==> config.mk <==
export PLATFORM = sky130hd
export DESIGN_NAME = dda_line_rasterizer_core_flat
export DESIGN_NICKNAME = d
export VERILOG_FILES = /design/src/hdl/dda_pkg.sv /design/src/hdl/dda_if.sv /design/src/hdl/dda_line_rasterizer_core.sv /design/src/hdl/dda_dp.sv /design/src/hdl/dda_ctrl.sv /design/src/flat_wrapper.sv
export SDC_FILE = /design/constraint.sdc
export NUM_CORES = 1
export LEC_CHECK = 0
export BUFFER_PORTS_ARGS = -buffer_cell sky130_fd_sc_hd__buf_2
export CAP_MARGIN = 0
export CORE_UTILIZATION = 37
export CTS_CLUSTER_DIAMETER = 120
export DETAILED_ROUTE_END_ITERATION = 10
export PLACE_DENSITY = 0.63
export SYNTH_ARGS = -nofsm -noshare
export SYNTH_HDL_FRONTEND = slang
export SYNTH_SLANG_ARGS = --single-unit
==> constraint.sdc <==
create_clock -name i_clk -period 8.3 [get_ports i_clk]
set_clock_uncertainty 0.1 [all_clocks]
set_input_delay 1.66 -clock i_clk [delete_from_list [all_inputs] [get_ports i_clk]]
set_output_delay 1.66 -clock i_clk [all_outputs]
set_load 0.005 [all_outputs]
==> src/hdl/dda_pkg.sv <==
// Shared types for the DDA line rasterizer: controller states and the
// command and status structs that pass between controller and datapath.
// No dependencies.
`timescale 1ns / 1ps

package dda_pkg;

    typedef enum logic [1:0] {
        ST_IDLE,
        ST_DIV,
        ST_EMIT
    } t_state;

    typedef struct packed {
        logic load;
        logic div_step;
        logic advance;
    } t_dp_cmd;

    typedef struct packed {
        logic steps_zero;
        logic last;
    } t_dp_status;

endpackage

==> src/hdl/dda_if.sv <==
// Valid/ready channel interfaces for the line request and the pixel stream.
// No dependencies.
`timescale 1ns / 1ps

interface dda_line_if #(
    parameter int COORD_BITS = 6
);
    logic                  valid;
    logic                  ready;
    logic [COORD_BITS-1:0] start_x;
    logic [COORD_BITS-1:0] start_y;
    logic [COORD_BITS-1:0] end_x;
    logic [COORD_BITS-1:0] end_y;

    modport source (output valid, start_x, start_y, end_x, end_y, input ready);
    modport sink   (input valid, start_x, start_y, end_x, end_y, output ready);
endinterface

interface dda_pixel_if #(
    parameter int COORD_BITS = 6
);
    logic                  valid;
    logic                  ready;
    logic [COORD_BITS-1:0] pixel_x;
    logic [COORD_BITS-1:0] pixel_y;
    logic                  last_pixel;

    modport source (output valid, pixel_x, pixel_y, last_pixel, input ready);
    modport sink   (input valid, pixel_x, pixel_y, last_pixel, output ready);
endinterface

==> src/hdl/dda_line_rasterizer_core.sv <==
// Top level of the DDA line rasterizer: joins the controller and datapath
// to the line request and pixel stream channels.
// Depends on dda_pkg, dda_if, dda_ctrl and dda_dp.
//
//  channel   dir  modport  payload
//  i_line    in   sink     start_x, start_y, end_x, end_y (COORD_BITS each)
//  o_pixel   out  source   pixel_x, pixel_y (COORD_BITS each), last_pixel
//
// A line is accepted in ST_IDLE, divided in ST_DIV (no division steps for a
// zero-length line) and then leaves as steps + 1 pixel transactions.
// The divider retires one quotient bit per cycle for both axes at once.
// One line is in flight at a time; i_line.ready is high only when idle.
// Back-pressure on o_pixel holds the current pixel. Reset is synchronous,
// active low, and returns the controller to idle.
`timescale 1ns / 1ps

module dda_line_rasterizer_core #(
    parameter int COORD_BITS = 6,
    parameter int FRAC_BITS  = 16
) (
    input  logic         i_clk,
    input  logic         i_rst_n,
    dda_line_if.sink     i_line,
    dda_pixel_if.source  o_pixel
);

    dda_pkg::t_dp_cmd      cmd;
    dda_pkg::t_dp_status   status;
    logic [COORD_BITS-1:0] start_x, start_y, end_x, end_y;
    logic [COORD_BITS-1:0] pixel_x, pixel_y;
    logic                  last_pixel;
    logic                  in_ready, out_valid;

    assign start_x = i_line.start_x;
    assign start_y = i_line.start_y;
    assign end_x   = i_line.end_x;
    assign end_y   = i_line.end_y;

    dda_ctrl #(
        .FRAC_BITS (FRAC_BITS)
    ) u_ctrl (
        .i_clk       (i_clk),
        .i_rst_n     (i_rst_n),
        .i_in_valid  (i_line.valid),
        .o_in_ready  (in_ready),
        .o_out_valid (out_valid),
        .i_out_ready (o_pixel.ready),
        .i_status    (status),
        .o_cmd       (cmd)
    );

    dda_dp #(
        .COORD_BITS (COORD_BITS),
        .FRAC_BITS  (FRAC_BITS)
    ) u_dp (
        .i_clk        (i_clk),
        .i_cmd        (cmd),
        .o_status     (status),
        .i_start_x    (start_x),
        .i_start_y    (start_y),
        .i_end_x      (end_x),
        .i_end_y      (end_y),
        .o_pixel_x    (pixel_x),
        .o_pixel_y    (pixel_y),
        .o_last_pixel (last_pixel)
    );

    assign i_line.ready       = in_ready;
    assign o_pixel.valid      = out_valid;
    assign o_pixel.pixel_x    = pixel_x;
    assign o_pixel.pixel_y    = pixel_y;
    assign o_pixel.last_pixel = last_pixel;

`ifndef SYNTHESIS
    // No new line while a pixel is on offer.
    a_no_overlap: assert property (@(posedge i_clk) disable iff (!i_rst_n)
        !(in_ready && out_valid))
        else $error("line accepted while a pixel is pending");

    a_busy_after_accept: assert property (@(posedge i_clk) disable iff (!i_rst_n)
        (i_line.valid && in_ready) |=> !in_ready)
        else $error("ready did not drop after a line transaction");

    a_stream_continues: assert property (@(posedge i_clk) disable iff (!i_rst_n)
        (out_valid && o_pixel.ready && !last_pixel) |=> out_valid)
        else $error("pixel stream broke before the last pixel");

    a_stream_ends: assert property (@(posedge i_clk) disable iff (!i_rst_n)
        (out_valid && o_pixel.ready && last_pixel) |=> (!out_valid && in_ready))
        else $error("block did not return to idle after the last pixel");
`endif

endmodule

==> src/hdl/dda_dp.sv <==
// Datapath of the DDA line rasterizer: step count, two restoring dividers
// that run one quotient bit per cycle, and the fixed-point accumulators.
// Depends on dda_pkg.
`timescale 1ns / 1ps

module dda_dp #(
    parameter int COORD_BITS = 6,
    parameter int FRAC_BITS  = 16
) (
    input  logic                    i_clk,
    input  dda_pkg::t_dp_cmd        i_cmd,
    output dda_pkg::t_dp_status     o_status,
    input  logic [COORD_BITS-1:0]   i_start_x,
    input  logic [COORD_BITS-1:0]   i_start_y,
    input  logic [COORD_BITS-1:0]   i_end_x,
    input  logic [COORD_BITS-1:0]   i_end_y,
    output logic [COORD_BITS-1:0]   o_pixel_x,
    output logic [COORD_BITS-1:0]   o_pixel_y,
    output logic                    o_last_pixel
);

    localparam int ACC_W = COORD_BITS + FRAC_BITS + 1;
    localparam int Q_W   = FRAC_BITS + 1;
    localparam int R_W   = COORD_BITS + 1;
    localparam logic [ACC_W-1:0] HALF = {{(ACC_W-1){1'b0}}, 1'b1} << (FRAC_BITS - 1);

    logic [ACC_W-1:0]      r_acc_x, r_acc_y;
    logic                  r_neg_x, r_neg_y;
    logic [R_W-1:0]        r_rem_x, r_rem_y;
    logic [Q_W-1:0]        r_q_x, r_q_y;
    logic [COORD_BITS-1:0] r_steps;
    logic [COORD_BITS-1:0] r_left;

    logic [R_W-1:0]        dx, dy;
    logic [R_W-1:0]        abs_dx, abs_dy;
    logic [COORD_BITS-1:0] mag_x, mag_y, steps;
    logic [R_W-1:0]        steps_ext;
    logic                  ge_x, ge_y;
    logic [R_W-1:0]        diff_x, diff_y;
    logic [ACC_W-1:0]      inc_x, inc_y;

    // Signed differences carry one extra bit; the magnitude always fits
    // back into COORD_BITS.
    always_comb begin
        dx     = {1'b0, i_end_x} - {1'b0, i_start_x};
        dy     = {1'b0, i_end_y} - {1'b0, i_start_y};
        abs_dx = dx[R_W-1] ? (~dx + 1'b1) : dx;
        abs_dy = dy[R_W-1] ? (~dy + 1'b1) : dy;
        mag_x  = abs_dx[COORD_BITS-1:0];
        mag_y  = abs_dy[COORD_BITS-1:0];
        steps  = (mag_x > mag_y) ? mag_x : mag_y;
    end

    // Since each magnitude is at most the step count, the quotient is
    // one integer bit and FRAC_BITS fraction bits.
    always_comb begin
        steps_ext = {1'b0, r_steps};
        ge_x      = r_rem_x >= steps_ext;
        ge_y      = r_rem_y >= steps_ext;
        diff_x    = ge_x ? (r_rem_x - steps_ext) : r_rem_x;
        diff_y    = ge_y ? (r_rem_y - steps_ext) : r_rem_y;
        inc_x     = {{(ACC_W-Q_W){1'b0}}, r_q_x};
        inc_y     = {{(ACC_W-Q_W){1'b0}}, r_q_y};
    end

    always_ff @(posedge i_clk) begin
        if (i_cmd.load) begin
            r_acc_x <= {1'b0, i_start_x, {FRAC_BITS{1'b0}}} | HALF;
            r_acc_y <= {1'b0, i_start_y, {FRAC_BITS{1'b0}}} | HALF;
            r_neg_x <= dx[R_W-1];
            r_neg_y <= dy[R_W-1];
            r_rem_x <= {1'b0, mag_x};
            r_rem_y <= {1'b0, mag_y};
            r_q_x   <= '0;
            r_q_y   <= '0;
            r_steps <= steps;
            r_left  <= steps;
        end else if (i_cmd.div_step) begin
            r_rem_x <= {diff_x[R_W-2:0], 1'b0};
            r_rem_y <= {diff_y[R_W-2:0], 1'b0};
            r_q_x   <= {r_q_x[Q_W-2:0], ge_x};
            r_q_y   <= {r_q_y[Q_W-2:0], ge_y};
        end else if (i_cmd.advance) begin
            r_acc_x <= r_neg_x ? (r_acc_x - inc_x) : (r_acc_x + inc_x);
            r_acc_y <= r_neg_y ? (r_acc_y - inc_y) : (r_acc_y + inc_y);
            r_left  <= r_left - 1'b1;
        end
    end

    // The accumulators already hold the rounding offset, so the pixel is
    // a plain bit-select.
    assign o_pixel_x           = r_acc_x[FRAC_BITS +: COORD_BITS];
    assign o_pixel_y           = r_acc_y[FRAC_BITS +: COORD_BITS];
    assign o_last_pixel        = (r_left == '0);
    assign o_status.last       = (r_left == '0);
    assign o_status.steps_zero = (r_steps == '0);

endmodule

==> src/hdl/dda_ctrl.sv <==
// Controller of the DDA line rasterizer: accepts a line, sequences the
// division and then steps + 1 pixel transactions.
// Depends on dda_pkg.
`timescale 1ns / 1ps

module dda_ctrl #(
    parameter int FRAC_BITS = 16
) (
    input  logic                i_clk,
    input  logic                i_rst_n,
    input  logic                i_in_valid,
    output logic                o_in_ready,
    output logic                o_out_valid,
    input  logic                i_out_ready,
    input  dda_pkg::t_dp_status i_status,
    output dda_pkg::t_dp_cmd    o_cmd
);

    localparam int CNT_W = $clog2(FRAC_BITS + 1);
    localparam logic [CNT_W-1:0] DIV_LAST = CNT_W'(FRAC_BITS);

    dda_pkg::t_state  r_state, n_state;
    logic [CNT_W-1:0] r_cnt, n_cnt;

    always_ff @(posedge i_clk) begin
        if (!i_rst_n) begin
            r_state <= dda_pkg::ST_IDLE;
            r_cnt   <= '0;
        end else begin
            r_state <= n_state;
            r_cnt   <= n_cnt;
        end
    end

    always_comb begin
        n_state = r_state;
        unique case (r_state)
            dda_pkg::ST_IDLE: begin
                if (i_in_valid) n_state = dda_pkg::ST_DIV;
            end
            dda_pkg::ST_DIV: begin
                if (i_status.steps_zero || r_cnt == DIV_LAST) n_state = dda_pkg::ST_EMIT;
            end
            dda_pkg::ST_EMIT: begin
                if (i_out_ready && i_status.last) n_state = dda_pkg::ST_IDLE;
            end
            default: n_state = dda_pkg::ST_IDLE;
        endcase
    end

    always_comb begin
        o_in_ready     = 1'b0;
        o_out_valid    = 1'b0;
        o_cmd.load     = 1'b0;
        o_cmd.div_step = 1'b0;
        o_cmd.advance  = 1'b0;
        n_cnt          = r_cnt;
        unique case (r_state)
            dda_pkg::ST_IDLE: begin
                o_in_ready = 1'b1;
                o_cmd.load = i_in_valid;
                n_cnt      = '0;
            end
            dda_pkg::ST_DIV: begin
                // A zero-length line keeps its cleared increments.
                o_cmd.div_step = !i_status.steps_zero;
                n_cnt          = r_cnt + 1'b1;
            end
            dda_pkg::ST_EMIT: begin
                o_out_valid   = 1'b1;
                o_cmd.advance = i_out_ready && !i_status.last;
            end
            default: begin
                o_in_ready = 1'b0;
            end
        endcase
    end

endmodule

==> src/flat_wrapper.sv <==
// flat-port wrapper written by rule: the top's interface ports become plain ports
module dda_line_rasterizer_core_flat 
#(
    parameter int COORD_BITS = 6,
    parameter int FRAC_BITS  = 16
)
  (i_clk, i_rst_n, i_line_valid, i_line_start_x, i_line_start_y, i_line_end_x, i_line_end_y, i_line_ready, o_pixel_valid, o_pixel_pixel_x, o_pixel_pixel_y, o_pixel_last_pixel, o_pixel_ready);
  dda_line_if #(.COORD_BITS(COORD_BITS)) i_line_i ();
  dda_pixel_if #(.COORD_BITS(COORD_BITS)) o_pixel_i ();
  input  logic i_clk;
  input  logic i_rst_n;
  input wire logic [$bits(i_line_i.valid)-1:0] i_line_valid;
  input wire logic [$bits(i_line_i.start_x)-1:0] i_line_start_x;
  input wire logic [$bits(i_line_i.start_y)-1:0] i_line_start_y;
  input wire logic [$bits(i_line_i.end_x)-1:0] i_line_end_x;
  input wire logic [$bits(i_line_i.end_y)-1:0] i_line_end_y;
  output wire logic [$bits(i_line_i.ready)-1:0] i_line_ready;
  output wire logic [$bits(o_pixel_i.valid)-1:0] o_pixel_valid;
  output wire logic [$bits(o_pixel_i.pixel_x)-1:0] o_pixel_pixel_x;
  output wire logic [$bits(o_pixel_i.pixel_y)-1:0] o_pixel_pixel_y;
  output wire logic [$bits(o_pixel_i.last_pixel)-1:0] o_pixel_last_pixel;
  input wire logic [$bits(o_pixel_i.ready)-1:0] o_pixel_ready;
  assign i_line_i.valid = i_line_valid;
  assign i_line_i.start_x = i_line_start_x;
  assign i_line_i.start_y = i_line_start_y;
  assign i_line_i.end_x = i_line_end_x;
  assign i_line_i.end_y = i_line_end_y;
  assign i_line_ready = i_line_i.ready;
  assign o_pixel_valid = o_pixel_i.valid;
  assign o_pixel_pixel_x = o_pixel_i.pixel_x;
  assign o_pixel_pixel_y = o_pixel_i.pixel_y;
  assign o_pixel_last_pixel = o_pixel_i.last_pixel;
  assign o_pixel_i.ready = o_pixel_ready;
  dda_line_rasterizer_core #(.COORD_BITS(COORD_BITS), .FRAC_BITS(FRAC_BITS)) u_core (.i_clk(i_clk), .i_rst_n(i_rst_n), .i_line(i_line_i), .o_pixel(o_pixel_i));
endmodule
-- Yosys cells after proc, flatten, opt, wreduce, memory -nomap -nowiden
Index checks and enable logic that the tools add are counted.
- $add $sub $neg: 12
- $lt $le $gt $ge: 3
- equality and inequality tests: 7
- multiplexer cells: 30
- bitwise logic cells: 3
- reduce and logical (&&, ||, !) cells: 14
- operators by type and width (cell ; number):
    22-bit 2-to-1 mux ; 6
    6-bit 2-to-1 mux ; 12
    23-bit by 17-bit adder with 23-bit output ; 2
    23-bit 2-to-1 mux ; 2
    23-bit by 17-bit subtractor with 23-bit output ; 2
    7-bit by 6-bit >= comparator with 1-bit output ; 2
    6-bit by 6-bit subtractor with 7-bit output ; 2
    6-bit by 1-bit adder with 6-bit output, second input constant ; 2
    6-bit logical NOT ; 2
    6-bit inverter ; 2
    6-bit subtractor ; 2
    5-bit case mux with 2 select lines ; 1
    6-bit greater-than comparator ; 1
    2-bit 2-to-1 mux ; 3
    2-bit != test, second input constant ; 3
    2-bit case mux with 3 select lines ; 1
    2-bit nonzero test ; 3
    6-bit by 1-bit subtractor with 6-bit output, second input constant ; 1
    5-bit by 1-bit adder with 5-bit output, second input constant ; 1
    5-bit == test, second input constant ; 1
    1-bit 2-to-1 mux ; 5
    2-bit AND reduction ; 2
    3-bit AND reduction ; 1
    2-bit by 1-bit == test with 1-bit output, second input constant ; 1
    other kinds (7) ; 9
- register bits: 115
- bits of input ports: 28
- output and inout bits: 15
- logic and storage cells: 85

-- Longest topological paths before layout
- depth in word-level cells: 7
- mapped depth: 17
- depth with buffers taken out: 17

-- Cells and area by module
Synthesis repeated with hierarchy kept, for this count alone.
- cells, all modules: 1012
- area, all modules: 8817.2 um2
- modules (own cells, without submodules) (module ; times used ; cells an instance ; area each (um2) ; sequential area each (um2)):
    dda_dp ; 1 ; 972 ; 8439.3 ; 2502.4
    dda_ctrl ; 1 ; 40 ; 377.9 ; 140.1

-- Worst setup path after synthesis
No wires, ideal clock.
- path type: input -> register
- start: in i_line_end_x[0]
- end: reg u_core.u_dp.r_left[2], data pin
- library setup time: 0.260 ns
- data arrival time: 4.941 ns
- slack: 2.999 ns
- stages: 17
- path through: inv_1 -> ha_1 -> fa_1 -> nor2b_1 -> o211ai_1 -> a21oi_1 -> inv_1 -> and2_1 -> xnor2_1 -> inv_1 -> ha_1 -> nand4_1 -> nor2_1 -> nor2_1 -> a21oi_1 -> mux2_2 -> mux2_2
- elaborated cells on any way between the ends: 7
- classes of those cells: add/sub: 2; order compare: 1; mux: 3; bitwise: 1
- RTL lines (item ; RTL line ; text):
    start, declared ; flat_wrapper.sv:15 ; input wire logic [$bits(i_line_i.end_x)-1:0] i_line_end_x;
    6-bit by 6-bit subtractor with 7-bit output (*) ; dda_dp.sv:45 ; dx = {1'b0, i_end_x} - {1'b0, i_start_x};
    via u_core.u_dp.dx[6] ; dda_dp.sv:34 ; logic [R_W-1:0] dx, dy;
    6-bit 2-to-1 mux (*) ; dda_dp.sv:47 ; abs_dx = dx[R_W-1] ? (~dx + 1'b1) : dx;
    6-bit greater-than comparator ; dda_dp.sv:51 ; steps = (mag_x > mag_y) ? mag_x : mag_y;
    6-bit 2-to-1 mux (*) ; dda_dp.sv:51 ;
    via u_core.u_dp.steps[2] ; dda_dp.sv:36 ; logic [COORD_BITS-1:0] mag_x, mag_y, steps;
    6-bit 2-to-1 mux (*) ; dda_dp.sv:67 ; if (i_cmd.load) begin
    end signal, assigned ; dda_dp.sv:77 ; r_left <= steps;
    end signal, assigned ; dda_dp.sv:86 ; r_left <= r_left - 1'b1;
    end, declared ; dda_dp.sv:32 ; logic [COORD_BITS-1:0] r_left;
The timed path passes the listed nets; every way through them passes the cells marked *.
A chain may end at the register's enable or synchronous reset.

-- Worst setup path after layout
Ends and elaborated chain as after synthesis.

==> impl_summary.md <==
Setup path
The most critical setup path has its startpoint at i_line_end_x[0]. Broken down by cell family, the worst path's largest delay share belongs to compound AO/OA/AOI/OAI gates. The slowest cell on the critical path is sky130_fd_sc_hd__a21oi_1. Among the stages of the critical path, the cell type that occurs most often is sky130_fd_sc_hd__inv_1. The critical path required time is 8.37 ns. The type of element capturing the critical path is a flip-flop. The worst setup path is launched from an input port. Of all nets on the critical path, the largest fanout is 8.

The class of the most critical setup path is in -> reg. The largest stage delay on the critical path is about 0.66 ns. The startpoint identified for the worst register-to-register timing path is u_core.u_dp.r_q_y[2]. The worst path arrival time is 5.53 ns. The number of buffer and inverter stages on the critical path is 4. The critical path goes through buf_2 -> inv_1 -> ha_1 -> fa_1 -> nor2b_1 -> o211ai_1 -> a21oi_1 -> inv_1 -> and2_1 -> xnor2_1 -> inv_1 -> ha_1 -> nand4_1 -> nor2_1 -> nor2_1 -> a21oi_1 -> mux2_2 -> mux2_2.

STA
For the pin with the worst max-slew slack, the measured transition is 1.047 ns. The worst slew slack as a fraction of its limit is 30.18%. The number of failing setup endpoints in the final timing report is 0. Setup repair after global routing left no endpoint under its margin.

The routed design could run at a clock period as short as 5.463 ns. The share of the cycle needed by the critical path after routing is 65.81%. Setup total negative slack on the finished layout was measured at 0 ns.

The worst hold slack is about 0.36 ns. In the post-route analysis, the smallest setup slack over all paths is roughly 2.8 ns. The number of hold-slack violations in the final timing report is 0. The fmax is 0.1831 GHz. The final-report max-slew violation count is 0.

CTS
Post-CTS timing repair inserted 0 buffers for setup. Hold repair after CTS inserted 0 buffers. The clock tree synthesis step divided the H-tree into 4 levels. The number of resized instances in the post-cts repair step is 0. The clock-pin slew of the registers on the worst-case setup and hold paths is 0.05 ns. The CTS tree is done. Clock tree synthesis inserted a total of 17 buffers. The clock latency at the later pin of the worst-skew pair is 0.42 ns. CTS placed an instance of sky130_fd_sc_hd__clkbuf_16 at the clock tree root.

The tree built by TritonCTS fans out to 113 sinks. No sink is reached through more buffers than the 2 on the longest clock path.

Placed design
At the end of routability-driven placement, the weighted congestion stood at 0.8877. The number of placed instances, taps included, is 1368. During placement, the flow inserted port buffers numbering between 40 and 50.

Prior to clock tree synthesis, the placed netlist has a worst setup slack of 2.469 ns. Detailed placement ended at an HPWL of 15380 µm.

Synth
After synthesis, the cell types taking the most area are sky130_fd_sc_hd__dfxtp_1, sky130_fd_sc_hd__edfxtp_1, sky130_fd_sc_hd__ha_1. The most common cell in the synthesized netlist is sky130_fd_sc_hd__nand2_1. The synthesized netlist net count is between 1000 and 1500. The post-synthesis instance area is between 8000 and 9000 µm². The mean instance size in the synthesized netlist is approximately 8.3 µm². Summed over its instances, the top area cell type makes up 17.06% of the synthesized netlist area. The distinct cell type count after synthesis is 73. After synthesis the netlist holds a flip-flop and latch count of 113. Counting instances in the post-synthesis netlist gives the leading cell types as sky130_fd_sc_hd__nand2_1, sky130_fd_sc_hd__nor2_1, sky130_fd_sc_hd__ha_1, sky130_fd_sc_hd__o21ai_0, sky130_fd_sc_hd__a21oi_1.

The count of synthesis-stage warnings from yosys is 0. sky130_fd_sc_hd__dfxtp_1 takes more of the synthesized area than any other cell. Of all flip-flops after synthesis, the portion carrying an async set or reset was 0%. Sequential cells were found to cover 30.03% of the synthesized design area. The most used flip-flop cell after synthesis is sky130_fd_sc_hd__dfxtp_1. Synthesis produced a netlist whose cell count is 1059. Yosys mapped a number of flops with a built-in enable equal to 38.

Detailed routing
Using the TritonRoute via totals, the vias-per-cell ratio works out to approximately 5.3. The number of DRC violations after detailed-routing iteration 0 is 432. For this block, the routed nets add up to 20860 µm of wire. The routed layout has 7353 vias.

The number of iterations in the first detailed-routing pass is 5. The average wire length per cell after detail routing is 14.90 µm. In the routed design, unresolved DRC markers number 0. The post-route antenna net violation count is 0.

Global route
The initial antenna violation count is 0. The via count of the first global-routing pass is 7032. The total global routing overflow is 0.

The total track usage is between 10% and 20%. Entering global routing, the biggest net connects 46 pins. The wire length of the first global-routing pass is 35020 µm.

Status
The flow ran to the end, and the final reports show no timing, DRC or antenna violations.

Cells and area
The fraction of final layout cells with drive strength greater than 1 is 9.991%. Excluding fillers, the count of instances in the completed layout stands at 1400. 0 antenna diodes ended up in the layout. The area added between synthesis and finish is 9.937%.

The final layout contains 1182 nets. The final core area utilization is 41.34%. The total of fill cells in the finished design is 2399.

Power
The switching component of the power is 1.753 mW. Of the total power, the share spent switching nets is 44.68%. Registers are responsible for between 20% and 30% of the overall power. The highest ir drop seen on vdd is 192.9 µV. The clock network fraction of total power is around 17%. The internal power component is 2.170 mW. The power density of the placed cells is 405.5 nW/µm². Combinational logic is responsible for 61.5% of the overall power. The leakage power is ~4.0 nW.

Min path
The startpoint identified for the worst hold timing path is u_core.u_dp.r_acc_x[4]. The class of the tightest hold or removal check is reg -> reg.

Die
The die area is 24410 µm². The width of the chip is 156.2 µm. Once the floorplan was initialized, standard cells occupied 37.61% of the core.

The area of the core is 23400 µm². The floorplan step set the die height to 156.2 µm. The row count is 56. The top-level port count is between 40 and 50.

Job
The max-cap violation count is 0.
## sequential cells by signal (all words and copies together) (netlist names)
signal	cells
u_core.u_dp.r_acc_x	22
u_core.u_dp.r_q_y	17
u_core.u_dp.r_rem_y	7
u_core.u_dp.r_steps	6
u_core.u_dp.r_acc_y	22
u_core.u_ctrl.r_cnt	5
u_core.u_dp.r_neg_y	1
u_core.u_dp.r_left	6
u_core.u_ctrl.r_state	2
u_core.u_dp.r_q_x	17
u_core.u_dp.r_neg_x	1
u_core.u_dp.r_rem_x	7
## per-stage QoR
step	area (µm²)	total power, mW
floorplan	8801	2.747
global placement	9160	3.203
detailed placement	9160	3.235
CTS	9676	3.915
global route	9676	4.275
finish	9676	3.923
## power groups by stage
| stage | sequential (mW) | combinational [mW] | clock [mW] |
|---|---|---|---|
| after floorplan | 0.816 | 1.93 | 0 |
| after global placement | 0.857 | 2.35 | 0 |
| final | 0.851 | 2.41 | 0.660 |
| after global routing | 0.867 | 2.71 | 0.696 |
| after detailed placement | 0.859 | 2.38 | 0 |
| after CTS | 0.850 | 2.39 | 0.671 |
## routing by layer
| layer | GRT usage (%) | wire length [µm] | up-vias |
|---|---|---|---|
| li1 | - | - | 3793 |
| met5 | 0 | 0 | - |
| met4 | 5.929 | 379 | 0 |
| met3 | 3.295 | 727 | 25 |
| met2 | 28.93 | 9476 | 131 |
| met1 | 24.07 | 10280 | 3404 |
## area by class of cell
| class | instances | area [µm²] | share of cell area [%] |
|---|---|---|---|
| clock buffer | 24 | 451.7 | 4.668 |
| clock inverter | 8 | 63.81 | 0.6595 |
| inverter | 61 | 229.0 | 2.366 |
| multi-input combinational | 828 | 5642 | 58.31 |
| sequential | 113 | 2643 | 27.31 |
| tap | 319 | 399.1 | 4.125 |
| timing repair buffer | 47 | 247.7 | 2.560 |
## placed cells by master, fill, tap and decap left out, types with 25 or more instances in the layout
master / instances
sky130_fd_sc_hd__nand2_1: 107
sky130_fd_sc_hd__nor2_1: 91
sky130_fd_sc_hd__o21ai_0: 80
sky130_fd_sc_hd__ha_1: 80
sky130_fd_sc_hd__a21oi_1: 78
sky130_fd_sc_hd__dfxtp_1: 75
sky130_fd_sc_hd__inv_1: 60
sky130_fd_sc_hd__xnor2_1: 56
sky130_fd_sc_hd__buf_2: 42
sky130_fd_sc_hd__edfxtp_1: 38
sky130_fd_sc_hd__nand3_1: 34
sky130_fd_sc_hd__a21o_1: 32
sky130_fd_sc_hd__xor2_1: 27
sky130_fd_sc_hd__nor3_1: 25
## logic make-up (layout without fill, tap and decap cells)
| logic type | Yosys count | in the layout | share of synthesized area [%] |
|---|---|---|---|
| muxes | 29 | 29 | 3.440 |
| and+or+nand+nor | 337 | 337 | 18.33 |
| DFF | 113 | 113 | 30.03 |
| adders and majority gates | 86 | 86 | 12.74 |
| AOI/OAI and AO/OA | 291 | 291 | 20.71 |
| buffers and inverters | 118 | 140 | 6.127 |
| xor gates and xnor gates | 85 | 85 | 8.630 |
## worst min-delay path, stage by stage, from the launching register on
cell and delay, ns:
sky130_fd_sc_hd__dfxtp_1 0.31, sky130_fd_sc_hd__nand2_1 0.05, sky130_fd_sc_hd__a21oi_1 0.05
## path summary, 6_finish.rpt
path | endpoint | depth (start not counted) | slack [ns]
hold reg to reg | u_core.u_dp.r_acc_x[4] | 2 | 0.36
setup / recovery | u_core.u_dp.r_left[2] | 18 | 2.84
hold / removal | u_core.u_dp.r_acc_x[4] | 2 | 0.36
setup reg to reg | u_core.u_dp.r_acc_y[20] | 12 | 3.90
No activity file was read; power rests on OpenSTA's default activity.
